--- src/hw/rtl/ppor_pkg.sv ---
package ppor_pkg;

   localparam int POS_W   = 22;             // position width, Q13.8
   localparam int RAD_W   = 16;             // radius register width
   localparam int CON_W   = RAD_W + 1;      // contact distance width
   localparam int DIF_W   = POS_W + 1;      // signed difference width
   localparam int MAG_W   = POS_W;          // magnitude of a difference
   localparam int SQ_W    = 2 * MAG_W;      // one squared component
   localparam int D2_W    = SQ_W + 1;       // squared length
   localparam int CC_W    = 2 * CON_W;      // squared contact distance
   localparam int ROOT_W  = CON_W;          // distance, only needed below contact
   localparam int REM_W   = CC_W + 1;       // square root and divider remainders
   localparam int DIV_W   = ROOT_W + 1;     // divisor, twice the distance
   localparam int QUO_W   = ROOT_W;         // push magnitude
   localparam int NSTAGE  = ROOT_W + QUO_W + 2;
   localparam int Q_DEPTH = 4;
   localparam int Q_AW    = 2;

   localparam logic [RAD_W-1:0] RADIUS_RESET = 16'd2560;
   localparam logic signed [POS_W-1:0] POS_MAX = {1'b0, {(POS_W-1){1'b1}}};
   localparam logic signed [POS_W-1:0] POS_MIN = {1'b1, {(POS_W-1){1'b0}}};

   typedef enum logic [1:0] {
      ST_NONE       = 2'd0,
      ST_RESOLVED   = 2'd1,
      ST_COINCIDENT = 2'd2
   } status_type;

   typedef struct packed {
      logic signed [POS_W-1:0] ax;
      logic signed [POS_W-1:0] ay;
      logic signed [POS_W-1:0] bx;
      logic signed [POS_W-1:0] by;
      logic signed [DIF_W-1:0] dx;
      logic signed [DIF_W-1:0] dy;
      logic [CC_W-1:0]         d2;
      logic [CON_W-1:0]        contact;
      status_type              status;
   } item_type;

   typedef struct packed {
      logic full;
      logic empty;
   } q_stat_type;

endpackage

--- src/hw/rtl/ppor_if.sv ---
interface ppor_req_if;
   import ppor_pkg::*;
   logic                    valid;
   logic                    ready;
   logic signed [POS_W-1:0] first_x;
   logic signed [POS_W-1:0] first_y;
   logic signed [POS_W-1:0] second_x;
   logic signed [POS_W-1:0] second_y;
   modport source (output valid, first_x, first_y, second_x, second_y, input ready);
   modport sink (input valid, first_x, first_y, second_x, second_y, output ready);
endinterface


--- src/hw/rtl/ppor_front.sv ---
module ppor_front (
   input  logic                      clock,
   input  logic                      reset,
   input  logic [ppor_pkg::RAD_W-1:0] radius,
   ppor_req_if.sink                  req,
   output logic                      push,
   output ppor_pkg::item_type        push_item,
   input  logic                      push_ok
);
   import ppor_pkg::*;

   logic                    adv;
   logic                    v1_ff, v2_ff;
   logic signed [POS_W-1:0] ax1_ff, ay1_ff, bx1_ff, by1_ff;
   logic signed [POS_W-1:0] ax2_ff, ay2_ff, bx2_ff, by2_ff;
   logic signed [DIF_W-1:0] dx1_in, dy1_in, dx1_ff, dy1_ff, dx2_ff, dy2_ff;
   logic [CON_W-1:0]        con1_in, con1_ff, con2_ff;
   logic [CC_W-1:0]         cc2_ff;
   logic [DIF_W-1:0]        absx, absy;
   logic [MAG_W-1:0]        magx, magy;
   logic [SQ_W-1:0]         sqx2_ff, sqy2_ff;
   logic [D2_W-1:0]         d2;
   logic                    overlap;

   assign adv       = !v2_ff || push_ok;
   assign req.ready = adv;

   assign dx1_in  = DIF_W'(req.first_x) - DIF_W'(req.second_x);
   assign dy1_in  = DIF_W'(req.first_y) - DIF_W'(req.second_y);
   assign con1_in = {radius, 1'b0};

   assign absx = dx1_ff[DIF_W-1] ? DIF_W'(-dx1_ff) : DIF_W'(dx1_ff);
   assign absy = dy1_ff[DIF_W-1] ? DIF_W'(-dy1_ff) : DIF_W'(dy1_ff);
   assign magx = absx[MAG_W-1:0];
   assign magy = absy[MAG_W-1:0];

   always_ff @(posedge clock) begin
      if (reset) begin
         v1_ff <= 1'b0;
         v2_ff <= 1'b0;
      end else if (adv) begin
         v1_ff <= req.valid;
         v2_ff <= v1_ff;
      end
   end

   always_ff @(posedge clock) begin
      if (adv) begin
         ax1_ff  <= req.first_x;
         ay1_ff  <= req.first_y;
         bx1_ff  <= req.second_x;
         by1_ff  <= req.second_y;
         dx1_ff  <= dx1_in;
         dy1_ff  <= dy1_in;
         con1_ff <= con1_in;
         ax2_ff  <= ax1_ff;
         ay2_ff  <= ay1_ff;
         bx2_ff  <= bx1_ff;
         by2_ff  <= by1_ff;
         dx2_ff  <= dx1_ff;
         dy2_ff  <= dy1_ff;
         con2_ff <= con1_ff;
         cc2_ff  <= con1_ff * con1_ff;
         sqx2_ff <= magx * magx;
         sqy2_ff <= magy * magy;
      end
   end

   // Squared length against squared contact distance, both exact.
   assign d2      = D2_W'(sqx2_ff) + D2_W'(sqy2_ff);
   assign overlap = d2 < D2_W'(cc2_ff);

   always_comb begin
      push_item.ax      = ax2_ff;
      push_item.ay      = ay2_ff;
      push_item.bx      = bx2_ff;
      push_item.by      = by2_ff;
      push_item.dx      = dx2_ff;
      push_item.dy      = dy2_ff;
      push_item.d2      = d2[CC_W-1:0];
      push_item.contact = con2_ff;
      if (!overlap) begin
         push_item.status = ST_NONE;
      end else if (d2 == '0) begin
         push_item.status = ST_COINCIDENT;
      end else begin
         push_item.status = ST_RESOLVED;
      end
   end

   assign push = v2_ff && push_ok;

endmodule

--- src/flat_wrapper.sv ---
// flat-port wrapper written by rule: the top's interface ports become plain ports
module ppor_front_flat import ppor_pkg::*;
  (clock, reset, radius, push, push_item, push_ok, req_valid, req_first_x, req_first_y, req_second_x, req_second_y, req_ready);
  ppor_req_if req_i ();
  input  logic clock;
  input  logic reset;
  input  logic [ppor_pkg::RAD_W-1:0] radius;
  output logic push;
  output ppor_pkg::item_type push_item;
  input  logic push_ok;
  input wire logic [$bits(req_i.valid)-1:0] req_valid;
  input wire logic [$bits(req_i.first_x)-1:0] req_first_x;
  input wire logic [$bits(req_i.first_y)-1:0] req_first_y;
  input wire logic [$bits(req_i.second_x)-1:0] req_second_x;
  input wire logic [$bits(req_i.second_y)-1:0] req_second_y;
  output wire logic [$bits(req_i.ready)-1:0] req_ready;
  assign req_i.valid = req_valid;
  assign req_i.first_x = req_first_x;
  assign req_i.first_y = req_first_y;
  assign req_i.second_x = req_second_x;
  assign req_i.second_y = req_second_y;
  assign req_ready = req_i.ready;
  ppor_front u_core (.clock(clock), .reset(reset), .radius(radius), .req(req_i), .push(push), .push_item(push_item), .push_ok(push_ok));
endmodule
--- config.mk ---
export PLATFORM = sky130hd
export DESIGN_NAME = ppor_front_flat
export DESIGN_NICKNAME = d
export VERILOG_FILES = /design/src/hw/rtl/ppor_pkg.sv /design/src/hw/rtl/ppor_if.sv /design/src/hw/rtl/ppor_front.sv /design/src/flat_wrapper.sv
export SDC_FILE = /design/constraint.sdc
export NUM_CORES = 2
export LEC_CHECK = 0
export BUFFER_PORTS_ARGS = -buffer_cell sky130_fd_sc_hd__clkbuf_2
export CAP_MARGIN = 20
export CORE_MARGIN = 5
export CORE_UTILIZATION = 50
export CTS_CLUSTER_DIAMETER = 120
export CTS_CLUSTER_SIZE = 25
export DETAILED_ROUTE_END_ITERATION = 7
export PLACE_DENSITY_LB_ADDON = 0.25
export SYNTH_ARGS = -nofsm -noshare
export SYNTH_HDL_FRONTEND = slang
export SYNTH_SLANG_ARGS = --single-unit
--- constraint.sdc ---
create_clock -name clock -period 12.7 [get_ports clock]
set_input_delay 0.635 -clock clock [delete_from_list [all_inputs] [get_ports clock]]
set_output_delay 0.635 -clock clock [all_outputs]
set_load 0.05 [all_outputs]
==> results.md <==
- Port Buffers: just under 300
- Core ar.: 102000 um2
- Period utilisation layout: 0.856
- Yosys cell types: 76
- Fin Setup TNS: 0 ns
- Post-synthesis mux area share: 0.00103
- Hold Path Origin: radius[13]
- Max_cap viols: 0
- Largest net degree at the start of global routing: approximately 70
- Fin nets: between 6000 and 7000
- DIE HEIGHT: 330 um
- Min-Delay Endpoint: u_core.con1_ff[14]
- Syn Area/Cell: roughly 10 um2
- Most used cell, CP: fa_1
- Iteration-0 DRC Markers: 2106
- Drt wl/cell: 18.3 um
- FMAX: roughly 0.09 GHz
- Synth Instances: 4923
- GP Congestion: 0.942
- Resized cells post-CTS: 0
- XOR/XNOR Fraction of Synth Area: 0.0422
- Vias per std cell: around 5.2
- Filler cells: 9026
- Synthesized flop and latch total: 416
- Largest family of logic cells by synthesized area: adder cells
- Crit-path max cell delay: 0.71 ns
- Layout cells sized above 1: 0.0819
- I/O Pins: 297
- Worst Max-Slew Pin Slew: 1.07 ns
- Flop2flop setup slack: 1.83 ns
- Reg clk slew, reported paths: 0.09 ns
- DRT Pass-1 Iters: 5
- CTS Sinks: 416
- TritonCTS buffer count: 26
- Share of the synthesized area in the top cell type: 0.333
- CP Data Arrival Time: approximately 11 ns
- Die X-Extent: about 330 um
- Max Slew Vio Count: 0
- Post-DRT Antenna Nets: 0
- Latest clock arrival within the worst-skew pair: 0.62 ns
- Initial Util: 0.503
- Register Area: ~12000 um2
- First-pass GRT wire length: 195000 um
- Endpoint class of the critical path: register
- Main area contributors after synthesis: fa_1, edfxtp_1, ha_1
- Gr usage total: 0.228
- Worst Path Max Fanout: 17
- Fin. Hold Viols: 0
- Multi-input gate area: about 34000 um2
- Fin crit period: 10.87 ns
- Status: complete, no violations
- Longest Clk Path Bufs: 3
- Yosys warns: 0
- DRC viols: 0
- Worst Path Required: 13.06 ns
- Hold depth: 1
- Vias: between 30000 and 40000
- Compound-gate portion of the synthesized area: 0.0635
- Number of enable flip-flop cells after synthesis: slightly above 400
- Slew headroom: 0.286
- Hold buffers post-CTS: 0
- Antenna cells: 0
- Adder-Cell Fraction of Synth Area: 0.463
- Total Wirelength: 121000 um
- Sequential cell area fraction in the yosys report: 0.243
- Rows: 117
- Initial antenna violation count: 3
- Ys flop type: edfxtp_1
- Grt ovf: 0
- Synth area leader: fa_1
- Final Skew: 0.0369 ns
- Most frequent cells in the layout: inv_1, fa_1, ha_1, nand2_1, edfxtp_1
- Die area: 109000 um2
- Reg2reg start: u_core.dx1_ff[0]
- Slowest CP cell: edfxtp_1
- Buffers and inverters on the worst path: 5
- Worst hold path class: input port to register
- Root Driver: clkbuf_16
- Critical path class: register to register
- Syn-to-layout area delta: 8.18%
- Final HPWL DP: 99500 um
- Vias in the first global route: 36600
- Synthesized area: 51200 um2
- Unrepaired setup endpoints after global routing: false
- CP top delay family: adder cells
- H-tree depth: 1
- Worst r2r dst: u_core.sqx2_ff[42]
- Crit path launch type: register
- Async SR Flop Fraction: 0
- Simple-gate portion of the synthesized area: 0.0901
- CTS tree: built
- Commonest non-fill, non-tap cell in the layout: inv_1
- Final setup vio count: 0
- Post-CTS Setup Inserts: 0
- R2R cell count: 32
## synth_stat cells (5+ instances only)
| master | count |
|---|---|
| nor2b_1 | 28 |
| xor2_1 | 83 |
| ha_1 | 530 |
| clkbuf_1 | 83 |
| and2_1 | 65 |
| a21oi_1 | 174 |
| o31a_1 | 5 |
| inv_1 | 1200 |
| o41ai_1 | 12 |
| and3_1 | 17 |
| nand4_1 | 20 |
| a21boi_0 | 10 |
| nor3_1 | 38 |
| o211ai_1 | 8 |
| clkinv_1 | 10 |
| or3_1 | 17 |
| fa_1 | 853 |
| nand3_1 | 32 |
| a211oi_1 | 12 |
| or2_2 | 10 |
| o21a_1 | 18 |
| o21ai_0 | 92 |
| or4_1 | 7 |
| buf_4 | 6 |
| nand2b_1 | 26 |
| nand2_1 | 437 |
| edfxtp_1 | 414 |
| a21o_1 | 72 |
| xnor2_1 | 164 |
| a31oi_1 | 15 |
| o21bai_1 | 22 |
| a41oi_1 | 5 |
| a311oi_1 | 7 |
| o31ai_1 | 18 |
| nor2_1 | 336 |
## sequential cells by signal (all words and copies together), names as in the netlist, 23 cells and up
| name | count |
|---|---|
| u_core.cc2_ff | 30 |
| u_core.dx1_ff | 23 |
| u_core.dy1_ff | 23 |
| u_core.sqx2_ff | 43 |
| u_core.sqy2_ff | 43 |
## kinds of logic after synthesis
| kind of cell | Yosys count |
|---|---|
| buffers and inverters | 1305 |
| AO/OA/AOI/OAI | 511 |
| flip-flops | 416 |
| other | 1 |
| XOR/XNOR | 247 |
| multiplexers | 5 |
| adder cells (fa/ha/maj) | 1385 |
| AND/OR/NAND/NOR | 1053 |
## layout make-up
type / count / area share
timing repair buffer: 352 / 0.0344
clock buffer: 33 / 0.0126
inverter: 1212 / 0.0821
multi-input combinational: 3204 / 0.611
clock inverter: 11 / 0.00348
tap: 1368 / 0.0309
sequential: 416 / 0.225
## routing by layer
metal  vias to the layer above  global-route usage  wire length [um]
met2                      1008               0.384             58300
li1                      16000                   -                 -
met1                     17100               0.308             50300
met5                         -                   0                 0
met3                       158              0.0452              9290
met4                         0              0.0492              2750
## how the worst max path moves through the flow
stage | start | end | depth (start not counted)
5_1_grt | u_core.dx1_ff[2] | u_core.sqx2_ff[43] | 30
6_report | u_core.dx1_ff[0] | u_core.sqx2_ff[42] | 32
3_3_place_gp | u_core.dx1_ff[2] | u_core.sqx2_ff[43] | 30
2_1_floorplan | push_ok | u_core.v1_ff | 3
3_5_place_dp | u_core.dx1_ff[0] | u_core.sqx2_ff[42] | 32
4_1_cts | u_core.dx1_ff[0] | u_core.sqx2_ff[42] | 32
## worst register-to-register path: cells and delay by family (launching register included)
kind / cells / cell delay, ns
AND/OR/NAND/NOR: 10 / 2.30
XOR/XNOR: 3 / 0.96
adder cells (fa/ha/maj): 9 / 3.88
buffers and inverters: 5 / 1.00
AO/OA/AOI/OAI: 5 / 1.78
flip-flops: 1 / 0.71
## metrics by stage
stage                     area [um2]  setup slack, ns  utilization  cells  hold WS, ns
final                          55400             1.83        0.545   6596        0.182
after global routing           55400             1.05        0.545   6596        0.132
after CTS                      55400             1.86        0.545   6595        0.115
after detailed placement       54500             1.93        0.536   6551        0.405
after global placement         54500             2.19        0.536   6551        0.400
after floorplan                51200            0.808            -   4925        0.400
Power is not shown: default switching activity piles up to over one toggle a cycle in this logic, so the estimate is an artifact.
