===== src/hw/rtl/ppor_pkg.sv =====
package ppor_pkg;

   localparam int POS_W   = 22;             // position width, Q13.8
   localparam int RAD_W   = 16;             // radius register width
   localparam int CON_W   = RAD_W + 1;      // contact distance width
   localparam int DIF_W   = POS_W + 1;      // signed difference width
   localparam int MAG_W   = POS_W;          // magnitude of a difference
   localparam int SQ_W    = 2 * MAG_W;      // one squared component
   localparam int D2_W    = SQ_W + 1;       // squared length
   localparam int CC_W    = 2 * CON_W;      // squared contact distance
   localparam int ROOT_W  = CON_W;          // distance, only needed below contact
   localparam int REM_W   = CC_W + 1;       // square root and divider remainders
   localparam int DIV_W   = ROOT_W + 1;     // divisor, twice the distance
   localparam int QUO_W   = ROOT_W;         // push magnitude
   localparam int NSTAGE  = ROOT_W + QUO_W + 2;
   localparam int Q_DEPTH = 4;
   localparam int Q_AW    = 2;

   localparam logic [RAD_W-1:0] RADIUS_RESET = 16'd2560;
   localparam logic signed [POS_W-1:0] POS_MAX = {1'b0, {(POS_W-1){1'b1}}};
   localparam logic signed [POS_W-1:0] POS_MIN = {1'b1, {(POS_W-1){1'b0}}};

   typedef enum logic [1:0] {
      ST_NONE       = 2'd0,
      ST_RESOLVED   = 2'd1,
      ST_COINCIDENT = 2'd2
   } status_type;

   typedef struct packed {
      logic signed [POS_W-1:0] ax;
      logic signed [POS_W-1:0] ay;
      logic signed [POS_W-1:0] bx;
      logic signed [POS_W-1:0] by;
      logic signed [DIF_W-1:0] dx;
      logic signed [DIF_W-1:0] dy;
      logic [CC_W-1:0]         d2;
      logic [CON_W-1:0]        contact;
      status_type              status;
   } item_type;

   typedef struct packed {
      logic full;
      logic empty;
   } q_stat_type;

endpackage


===== src/hw/rtl/ppor_queue.sv =====
module ppor_queue (
   input  logic                 clock,
   input  logic                 reset,
   input  logic                 push,
   input  ppor_pkg::item_type   push_item,
   input  logic                 pop,
   output ppor_pkg::item_type   pop_item,
   output ppor_pkg::q_stat_type stat
);
   import ppor_pkg::*;

   item_type        mem_ff [Q_DEPTH];
   logic [Q_AW-1:0] wr_ptr_ff, rd_ptr_ff;
   logic [Q_AW:0]   cnt_ff, cnt_in;

   assign stat.full  = cnt_ff == (Q_AW+1)'(Q_DEPTH);
   assign stat.empty = cnt_ff == '0;
   assign pop_item   = mem_ff[rd_ptr_ff];

   always_comb begin
      cnt_in = cnt_ff;
      if (push && !pop) begin
         cnt_in = cnt_ff + 1'b1;
      end else if (pop && !push) begin
         cnt_in = cnt_ff - 1'b1;
      end
   end

   always_ff @(posedge clock) begin
      if (reset) begin
         wr_ptr_ff <= '0;
         rd_ptr_ff <= '0;
         cnt_ff    <= '0;
      end else begin
         cnt_ff <= cnt_in;
         if (push) begin
            wr_ptr_ff <= wr_ptr_ff + 1'b1;
         end
         if (pop) begin
            rd_ptr_ff <= rd_ptr_ff + 1'b1;
         end
      end
   end

   always_ff @(posedge clock) begin
      if (push) begin
         mem_ff[wr_ptr_ff] <= push_item;
      end
   end

endmodule


===== config.mk =====
export PLATFORM = sky130hd
export DESIGN_NAME = ppor_queue
export DESIGN_NICKNAME = d
export VERILOG_FILES = /design/src/hw/rtl/ppor_pkg.sv /design/src/hw/rtl/ppor_queue.sv
export SDC_FILE = /design/constraint.sdc
export NUM_CORES = 1
export LEC_CHECK = 0
export ABC_CLOCK_PERIOD_IN_PS = 18100
export BUFFER_PORTS_ARGS = -buffer_cell sky130_fd_sc_hd__buf_2
export CAP_MARGIN = 5
export CORE_AREA = 3 3 181 316
export CTS_BUF_LIST = sky130_fd_sc_hd__clkbuf_8
export CTS_CLUSTER_SIZE = 30
export DETAILED_ROUTE_END_ITERATION = 8
export DIE_AREA = 0 0 184 319
export HOLD_SLACK_MARGIN = 0.08
export PLACE_DENSITY = 0.77
export SLEW_MARGIN = 20
export SYNTH_ARGS = -nofsm -noshare
export SYNTH_HDL_FRONTEND = slang
export SYNTH_SLANG_ARGS = --single-unit
export TNS_END_PERCENT = 20

===== constraint.sdc =====
create_clock -name clock -period 18.1 [get_ports clock]
set_clock_uncertainty 0.15 [all_clocks]
set_input_delay 3.62 -clock clock [delete_from_list [all_inputs] [get_ports clock]]
set_output_delay 3.62 -clock clock [all_outputs]
set_load 0.03 [all_outputs]

==> impl_metrics.json, run 1 <==
{
  "critical_path.endpoint_type": "output port",
  "fin_ws_ns": 10.82,
  "final_area_um2": 32200,
  "post_cts_buffers": 0,
  "critical_path_required_ns": 14.33,
  "synthesis.area_um2": 27400,
  "avgSynthCellArea_um2": 26.8,
  "clk_path_buf_depth": 3,
  "max_freq_ghz": 0.137,
  "power.share.sequential_pct": 53.6,
  "synth.area.top_cells": "edfxtp_1, mux4_2, dfxtp_1, buf_6, buf_2",
  "h-tree-depth": 3,
  "comb_pwr_share_pct": 12.0,
  "clk_pin_slew_ns": 0.07,
  "post_detailed_route_drc_marker_count": 0,
  "timing_worst_slew_pin_value_ns": 1.18,
  "async_flop_share_pct": 0,
  "tritoncts": "yes",
  "routed_via_density": 5.47,
  "worst_r2r_path_depth": 4,
  "setup_tns_ns": 0,
  "design.die.area_um2": 58700,
  "num_rows": 114,
  "worst_case_hold_path_end_point": "rd_ptr_ff[1]",
  "global_route.usage.total_pct": 18.4,
  "capturing_point_of_the_worst_reg2reg_path": "mem_ff[1][31]",
  "relative_slew_slack_pct": 21.6,
  "cap_violations": 0,
  "io-pin-count": 380,
  "grt_overflow": 0,
  "synth.lib_cells_used.distinct": 20,
  "ff_latch_area_um2": 22600,
  "most_used_standard_cell_by_instance_count_after_synthesis": "edfxtp_1",
  "power.share.switching_pct": 24.6,
  "reg2reg_slack_ns": 15.38,
  "ir_worst_vdd_v": 0.0000914,
  "critical_path_data_arrival_time_ns": 3.51,
  "ys_seq_area_share_pct": 82.6,
  "layoutNonFillerInstCount": 2276,
  "critPathKind": "flip-flop to output port",
  "report.final.setup_viol": 0,
  "place_hpwl_um": 32100,
  "layout_worst_path_cycle_share_pct": 40.2,
  "first_global_vias": 13400,
  "drtPass1Iterations": 5,
  "hp-start": "rd_ptr_ff[1]",
  "fillers": 3885,
  "grt_setup_unrepaired": "no",
  "chipHeight_um": 319,
  "drive_above_1_share_pct": 46.2,
  "placedInstanceArea_um2": 30000,
  "ys_seq_elements": 757,
  "vias": 12400,
  "hold_path_class": "flip-flop to flip-flop",
  "place_ws_ns": 11.38,
  "tritoncts.num_buffers": 104,
  "port_buffers": 379,
  "gpl.final_weighted_congestion": 0.748,
  "final_period_minus_worst_setup_slack_ns": 7.28,
  "clock_sink_count": 757,
  "initial_core_util_pct": 49.8,
  "drv_slew": 0,
  "grt_antenna_before_repair": 24,
  "syn_inst": 1021,
  "placed_cells_incl_taps": 2064,
  "p_leak_nw": 10.8,
  "worstSetupStartpointType": "flip-flop",
  "cts_root_buf": "clkbuf_8",
  "yosys_warnings": 0,
  "holdPathStages": 2,
  "dr_iter_0_viols": 791,
  "power_density_nw_per_um2": 118,
  "grt_max_degree": 145,
  "postSynthNetCount": 1218,
  "postRouteAntennaNets": 0,
  "synth_area_leader_cell": "edfxtp_1",
  "multi_input_area_um2": 4450,
  "ys_top_cells_by_count": "edfxtp_1, mux4_2, buf_2",
  "routed_wire_length_per_instance_um": 23.5,
  "grt_first_pass_wirelength_um": 81000,
  "power_report.internal_total_mw": 2.87,
  "finalHoldViolCount": 0,
  "switchingPower_uw": 937,
  "run_status": "completed",
  "floorplan.core_area_um2": 55100,
  "route.final.wire_length_um": 53500,
  "area_delta_synth_final_pct": 17.6,
  "nNetsFinal": 1672,
  "synth-edff-count": 748,
  "r2r_start": "wr_ptr_ff[1]",
  "critical_path.max_fanout": 32,
  "p_clk_share_pct": 34.3,
  "worstSkewPairLatency_ns": 0.68,
  "ctsResizeCount": 0,
  "die_width_um": 184,
  "ys_dominant_reg_cell": "edfxtp_1",
  "synth_top_area_share_pct": 82.0,
  "cts_hold_repair.buffers": 0
}
## cells by family (layout without fill, tap and decap cells)
group | count (synthesis) | in the layout | share of synthesized area (%)
flip-flops | 757 | 757 | 82.6
multiplexers | 189 | 189 | 15.4
AO/OA/AOI/OAI | 2 | 2 | 0.0365
adder cells (fa/ha/maj) | 6 | 6 | 0.301
AND/OR/NAND/NOR | 15 | 15 | 0.269
buffers and inverters | 47 | 586 | 1.17
XOR/XNOR | 5 | 5 | 0.160
other | 0 | 20 | 0
## cell usage in the layout, fill, tap and decap left out, drive strengths merged
cell type | synthesis | routed
mux4 | 187 | 187
buf | 36 | 391
nor3b | 1 | 1
ha | 5 | 5
xor2 | 3 | 3
nor3 | 1 | 1
clkbuf | 7 | 105
clkinv | 0 | 47
bufinv | 0 | 10
nor2 | 7 | 7
a21oi | 1 | 1
diode | 0 | 20
dfxtp | 9 | 9
fa | 1 | 1
edfxtp | 748 | 748
inv | 4 | 29
and2 | 4 | 4
or3 | 1 | 1
mux2i | 2 | 2
o21ai | 1 | 1
nand2 | 1 | 1
clkinvlp | 0 | 4
xnor2 | 2 | 2
## how the worst max path moves through the flow
stage,start,end,cells after the start
6_report,flip-flop,pop_item[115],4
5_1_grt,flip-flop,pop_item[115],4
4_1_cts,flip-flop,pop_item[115],4
3_5_place_dp,flip-flop,pop_item[115],4
3_3_place_gp,flip-flop,pop_item[115],4
2_1_floorplan,push,mem_ff[0][0],1
## per-layer routing
metal,vias to the layer above,routed length [um],track usage [%]
li1,5391,-,-
met1,6416,18800,21.9
met2,514,27900,30.2
met3,116,4610,6.11
met4,12,2100,9.21
met5,-,94,0
## worst max-delay path: stages (launching register included)
cell	delay [ns]
dfxtp_4	0.78
buf_4	0.58
buf_4	0.60
mux4_2	0.60
buf_2	0.20
## through the flow
| step | hold slack (ns) | power (mW) | util (%) |
|---|---|---|---|
| floorplan | 0.316 | 2.40 | - |
| global placement | 0.328 | 2.53 | 54.5 |
| detailed placement | 0.376 | 2.54 | 54.5 |
| CTS | 0.390 | 3.86 | 58.4 |
| global route | 0.409 | 3.96 | 58.5 |
| finish | 0.386 | 3.81 | 58.5 |
## layout make-up
class,instances,area share (%)
clock buffer,105,4.49
sequential,757,70.3
antenna,20,0.155
multi-input combinational,217,13.8
clock inverter,86,2.06
inverter,4,0.0466
tap,696,2.70
timing repair buffer,391,6.43
## power by group through the flow
stage          Clock (mW)  Combinational [mW]  Sequential (mW)
2_1_floorplan           0               0.322             2.08
5_1_grt              1.42               0.486             2.05
3_5_place_dp            0               0.464             2.08
3_3_place_gp            0               0.458             2.07
6_report             1.31               0.458             2.04
4_1_cts              1.35               0.467             2.04
## flip-flops by register name (all words and copies together) (netlist names), named ones only
signal and flops:
rd_ptr_ff 2, mem_ff 748, cnt_ff 3, wr_ptr_ff 2
Power figures use the tool's default switching activity.
==> run 2: changes to the inputs <==
Settings changed: ABC_AREA set to 1, ABC_CLOCK_PERIOD_IN_PS 18100 to 6600, CORE_AREA 3 3 181 316 to 3 3 183 319, DIE_AREA 0 0 184 319 to 0 0 186 322, PLACE_DENSITY 0.77 to 0.79.
Clock period 18.1 ns to 6.6 ns, I/O delays scaled along.
==> run 2 against run 1 <==
Compared with the run above:
- sequential power grew to 2.7 times the previous value
- combinational power increased to 2.6 times the previous value
- final cell count grew 34%
- routed wire length grew 20%
- die area up 2.0%
- sequential share of layout area decreased by 0.42 points
- critical path depth up 1
- global-route usage grew 2.7 points
- count of clock-buffer cells in the layout increased by 3
- first-iteration DRC count rose by 62%
- clock power increased to 2.6 times the previous value
- critical path type unchanged
- largest cell class unchanged
==> impl_metrics.json, run 2 <==
{
  "setup_tns_ns": 0,
  "final_common_cell": "edfxtp_1",
  "reg.largest.list": "mem_ff (748), cnt_ff (3)",
  "synth_area_leader_cell": "edfxtp_1",
  "ys_dominant_reg_cell": "edfxtp_1",
  "avgSynthCellArea_um2": 15.0,
  "max_freq_ghz": 0.189,
  "grt_max_degree": 242,
  "synth.area.top_cells": "edfxtp_1, nor2_1, o22ai_1, o21ai_0, o21ai_1",
  "worstSkewPairLatency_ns": 0.68,
  "grt_antenna_before_repair": 23,
  "worst_r2r_path_depth": 5,
  "largest_register_ffs": 748,
  "routed_wire_length_per_instance_um": 21.1,
  "critical_path_data_arrival_time_ns": 3.81,
  "async_flop_share_pct": 0,
  "ys_seq_area_share_pct": 80.9,
  "critical_path.max_fanout": 118,
  "capturing_point_of_the_worst_reg2reg_path": "mem_ff[2][104]",
  "first_global_vias": 17900,
  "postRouteAntennaNets": 0,
  "synth-edff-count": 748,
  "p_leak_nw": 11.3,
  "dr_iter_0_viols": 1280,
  "synth.mux.area_fraction_pct": 0,
  "cts_hold_repair.buffers": 0,
  "tritoncts": "yes",
  "timing_worst_slew_pin_value_ns": 1.09,
  "grt_first_pass_wirelength_um": 97100,
  "clk_pin_slew_ns": 0.06,
  "routed_via_density": 5.68,
  "clk_path_buf_depth": 3,
  "report.final.setup_viol": 0,
  "synth_simple_gate_area_share_pct": 5.30,
  "grt_setup_unrepaired": "no",
  "cap_violations": 0,
  "ys_top_cells_by_count": "edfxtp_1, nor2_1, o21ai_0",
  "layout_worst_path_cycle_share_pct": 80.0,
  "drive_above_1_share_pct": 23.1,
  "synth_xor_xnor_area_share_pct": 0.0313,
  "syn_inst": 1866,
  "cp_cell_sequence": "inv_6 > buf_4 > o21ai_1 > o22ai_1 > buf_2",
  "synth_top_area_share_pct": 80.3,
  "critPathKind": "flip-flop to output port",
  "critical_path.endpoint_type": "output port",
  "relative_slew_slack_pct": 27.2,
  "finalHoldViolCount": 0,
  "port_buffers": 379,
  "drtPass1Iterations": 5,
  "synth.lib_cells_used.distinct": 22,
  "timing.critical_path.slowest_cell_delay_ns": 0.78,
  "hp-start": "rd_ptr_ff[1]",
  "post_detailed_route_drc_marker_count": 0,
  "top_register_by_number_of_flip_flops": "mem_ff",
  "gpl.final_weighted_congestion": 0.797,
  "fin_ws_ns": 1.32,
  "worstSetupStartpointType": "flip-flop",
  "ctsResizeCount": 0,
  "die_width_um": 186,
  "design.die.area_um2": 59900,
  "combinational_family_with_the_most_area_after_synthesis": "compound AO/OA/AOI/OAI gates",
  "ys_seq_elements": 757,
  "cts_root_buf": "clkbuf_8",
  "h-tree-depth": 3,
  "critical_path_required_ns": 5.13,
  "chipHeight_um": 322,
  "layout.cells.most_common_list": "edfxtp_1, nor2_1, buf_2",
  "final_period_minus_worst_setup_slack_ns": 5.28,
  "grt_overflow": 0,
  "floorplan.core_area_um2": 56100,
  "yosys_warnings": 0,
  "area_delta_synth_final_pct": 15.9,
  "slowest_stage": "buf_4",
  "io-pin-count": 380,
  "vias": 17300,
  "post_cts_buffers": 0,
  "clock_sink_count": 757,
  "hold_path_class": "flip-flop to flip-flop",
  "fillers": 4223,
  "compound_gate_fraction_of_synth_area_pct": 11.0,
  "reg2reg_slack_ns": 3.87,
  "synthesis.area_um2": 28000,
  "holdPathStages": 1,
  "power_density_nw_per_um2": 313,
  "place_hpwl_um": 36600,
  "r2r_start": "wr_ptr_ff[0]",
  "num_rows": 115,
  "place_ws_ns": 2.18,
  "route.final.wire_length_um": 64200,
  "postSynthNetCount": 2063,
  "synth_fa_ha_area_share_pct": 0.295,
  "run_status": "completed",
  "tritoncts.num_buffers": 101,
  "initial_core_util_pct": 49.9,
  "nNetsFinal": 2438,
  "global_route.usage.total_pct": 21.1,
  "drv_slew": 0,
  "ir_worst_vdd_v": 0.000259,
  "most_used_standard_cell_by_instance_count_after_synthesis": "edfxtp_1"
}
run 2: changes by cell type after synthesis, sizes merged, moves of 2 or more:
cell | previous run | this run
and2 | 4 | 0
mux4 | 187 | 0
xor2 | 3 | 1
clkbuf | 7 | 46
mux2i | 2 | 0
buf | 36 | 77
nand2 | 1 | 9
a21oi | 1 | 3
nor2 | 7 | 380
o22ai | 0 | 187
xnor2 | 2 | 0
inv | 4 | 17
o21ai | 1 | 379
run 2: area by class of cell:
cell class / count / area (um^2) / area share, %
sequential: 757 / 22600 / 69.9
clock inverter: 74 / 482 / 1.49
clock buffer: 108 / 1490 / 4.59
antenna: 22 / 55.1 / 0.170
timing repair buffer: 395 / 2090 / 6.46
multi-input combinational: 969 / 4650 / 14.4
inverter: 17 / 111 / 0.344
tap: 702 / 878 / 2.71
run 2: logic make-up after synthesis:
group	Yosys count
buf+inv	140
simple gates	393
compound gates	569
xor+xnor	1
flops	757
fa+ha+maj	6
run 2: metal layers:
layer / vias up / track usage [%] / part of all wire, % / routed length (um)
met4: 8 / 11.8 / 4.2 / 2690
met2: 751 / 36.4 / 52 / 33300
met1: 8492 / 23.3 / 36 / 23100
li1: 7877 / - / - / -
met5: - / 0 / 0.089 / 57
met3: 161 / 6.02 / 7.9 / 5080
run 2: how the worst max path moves through the flow:
stage / start / to
after floorplan: push / mem_ff[2][0]
after global placement: flip-flop / pop_item[146]
after detailed placement: flip-flop / pop_item[146]
after CTS: flip-flop / pop_item[146]
after global routing: flip-flop / pop_item[146]
final: flip-flop / pop_item[146]
run 2: report_power, final:
group	switching (mW)	leakage (nW)	internal, mW
clock network	1.65	1.11	1.75
logic	0.887	3.23	0.299
registers	0.0628	6.95	5.50
run 2: worst max-delay path: cells and delay by family, from the launching register on:
family	cells	cell delay (ns)
buffers and inverters	3	1.76
AO/OA/AOI/OAI	2	0.53
flip-flops	1	0.53
run 2: stage by stage:
step | hold WS, ns | area [um^2] | total power [mW] | utilization (%) | instances
global route | 0.323 | 32400 | 10.5 | 57.7 | 3040
floorplan | 0.262 | 28000 | 6.44 | - | 1866
global placement | 0.271 | 30300 | 6.80 | 54.1 | 2838
finish | 0.292 | 32400 | 10.2 | 57.8 | 3044
detailed placement | 0.283 | 30300 | 6.85 | 54.1 | 2838
CTS | 0.293 | 32300 | 10.2 | 57.6 | 3020
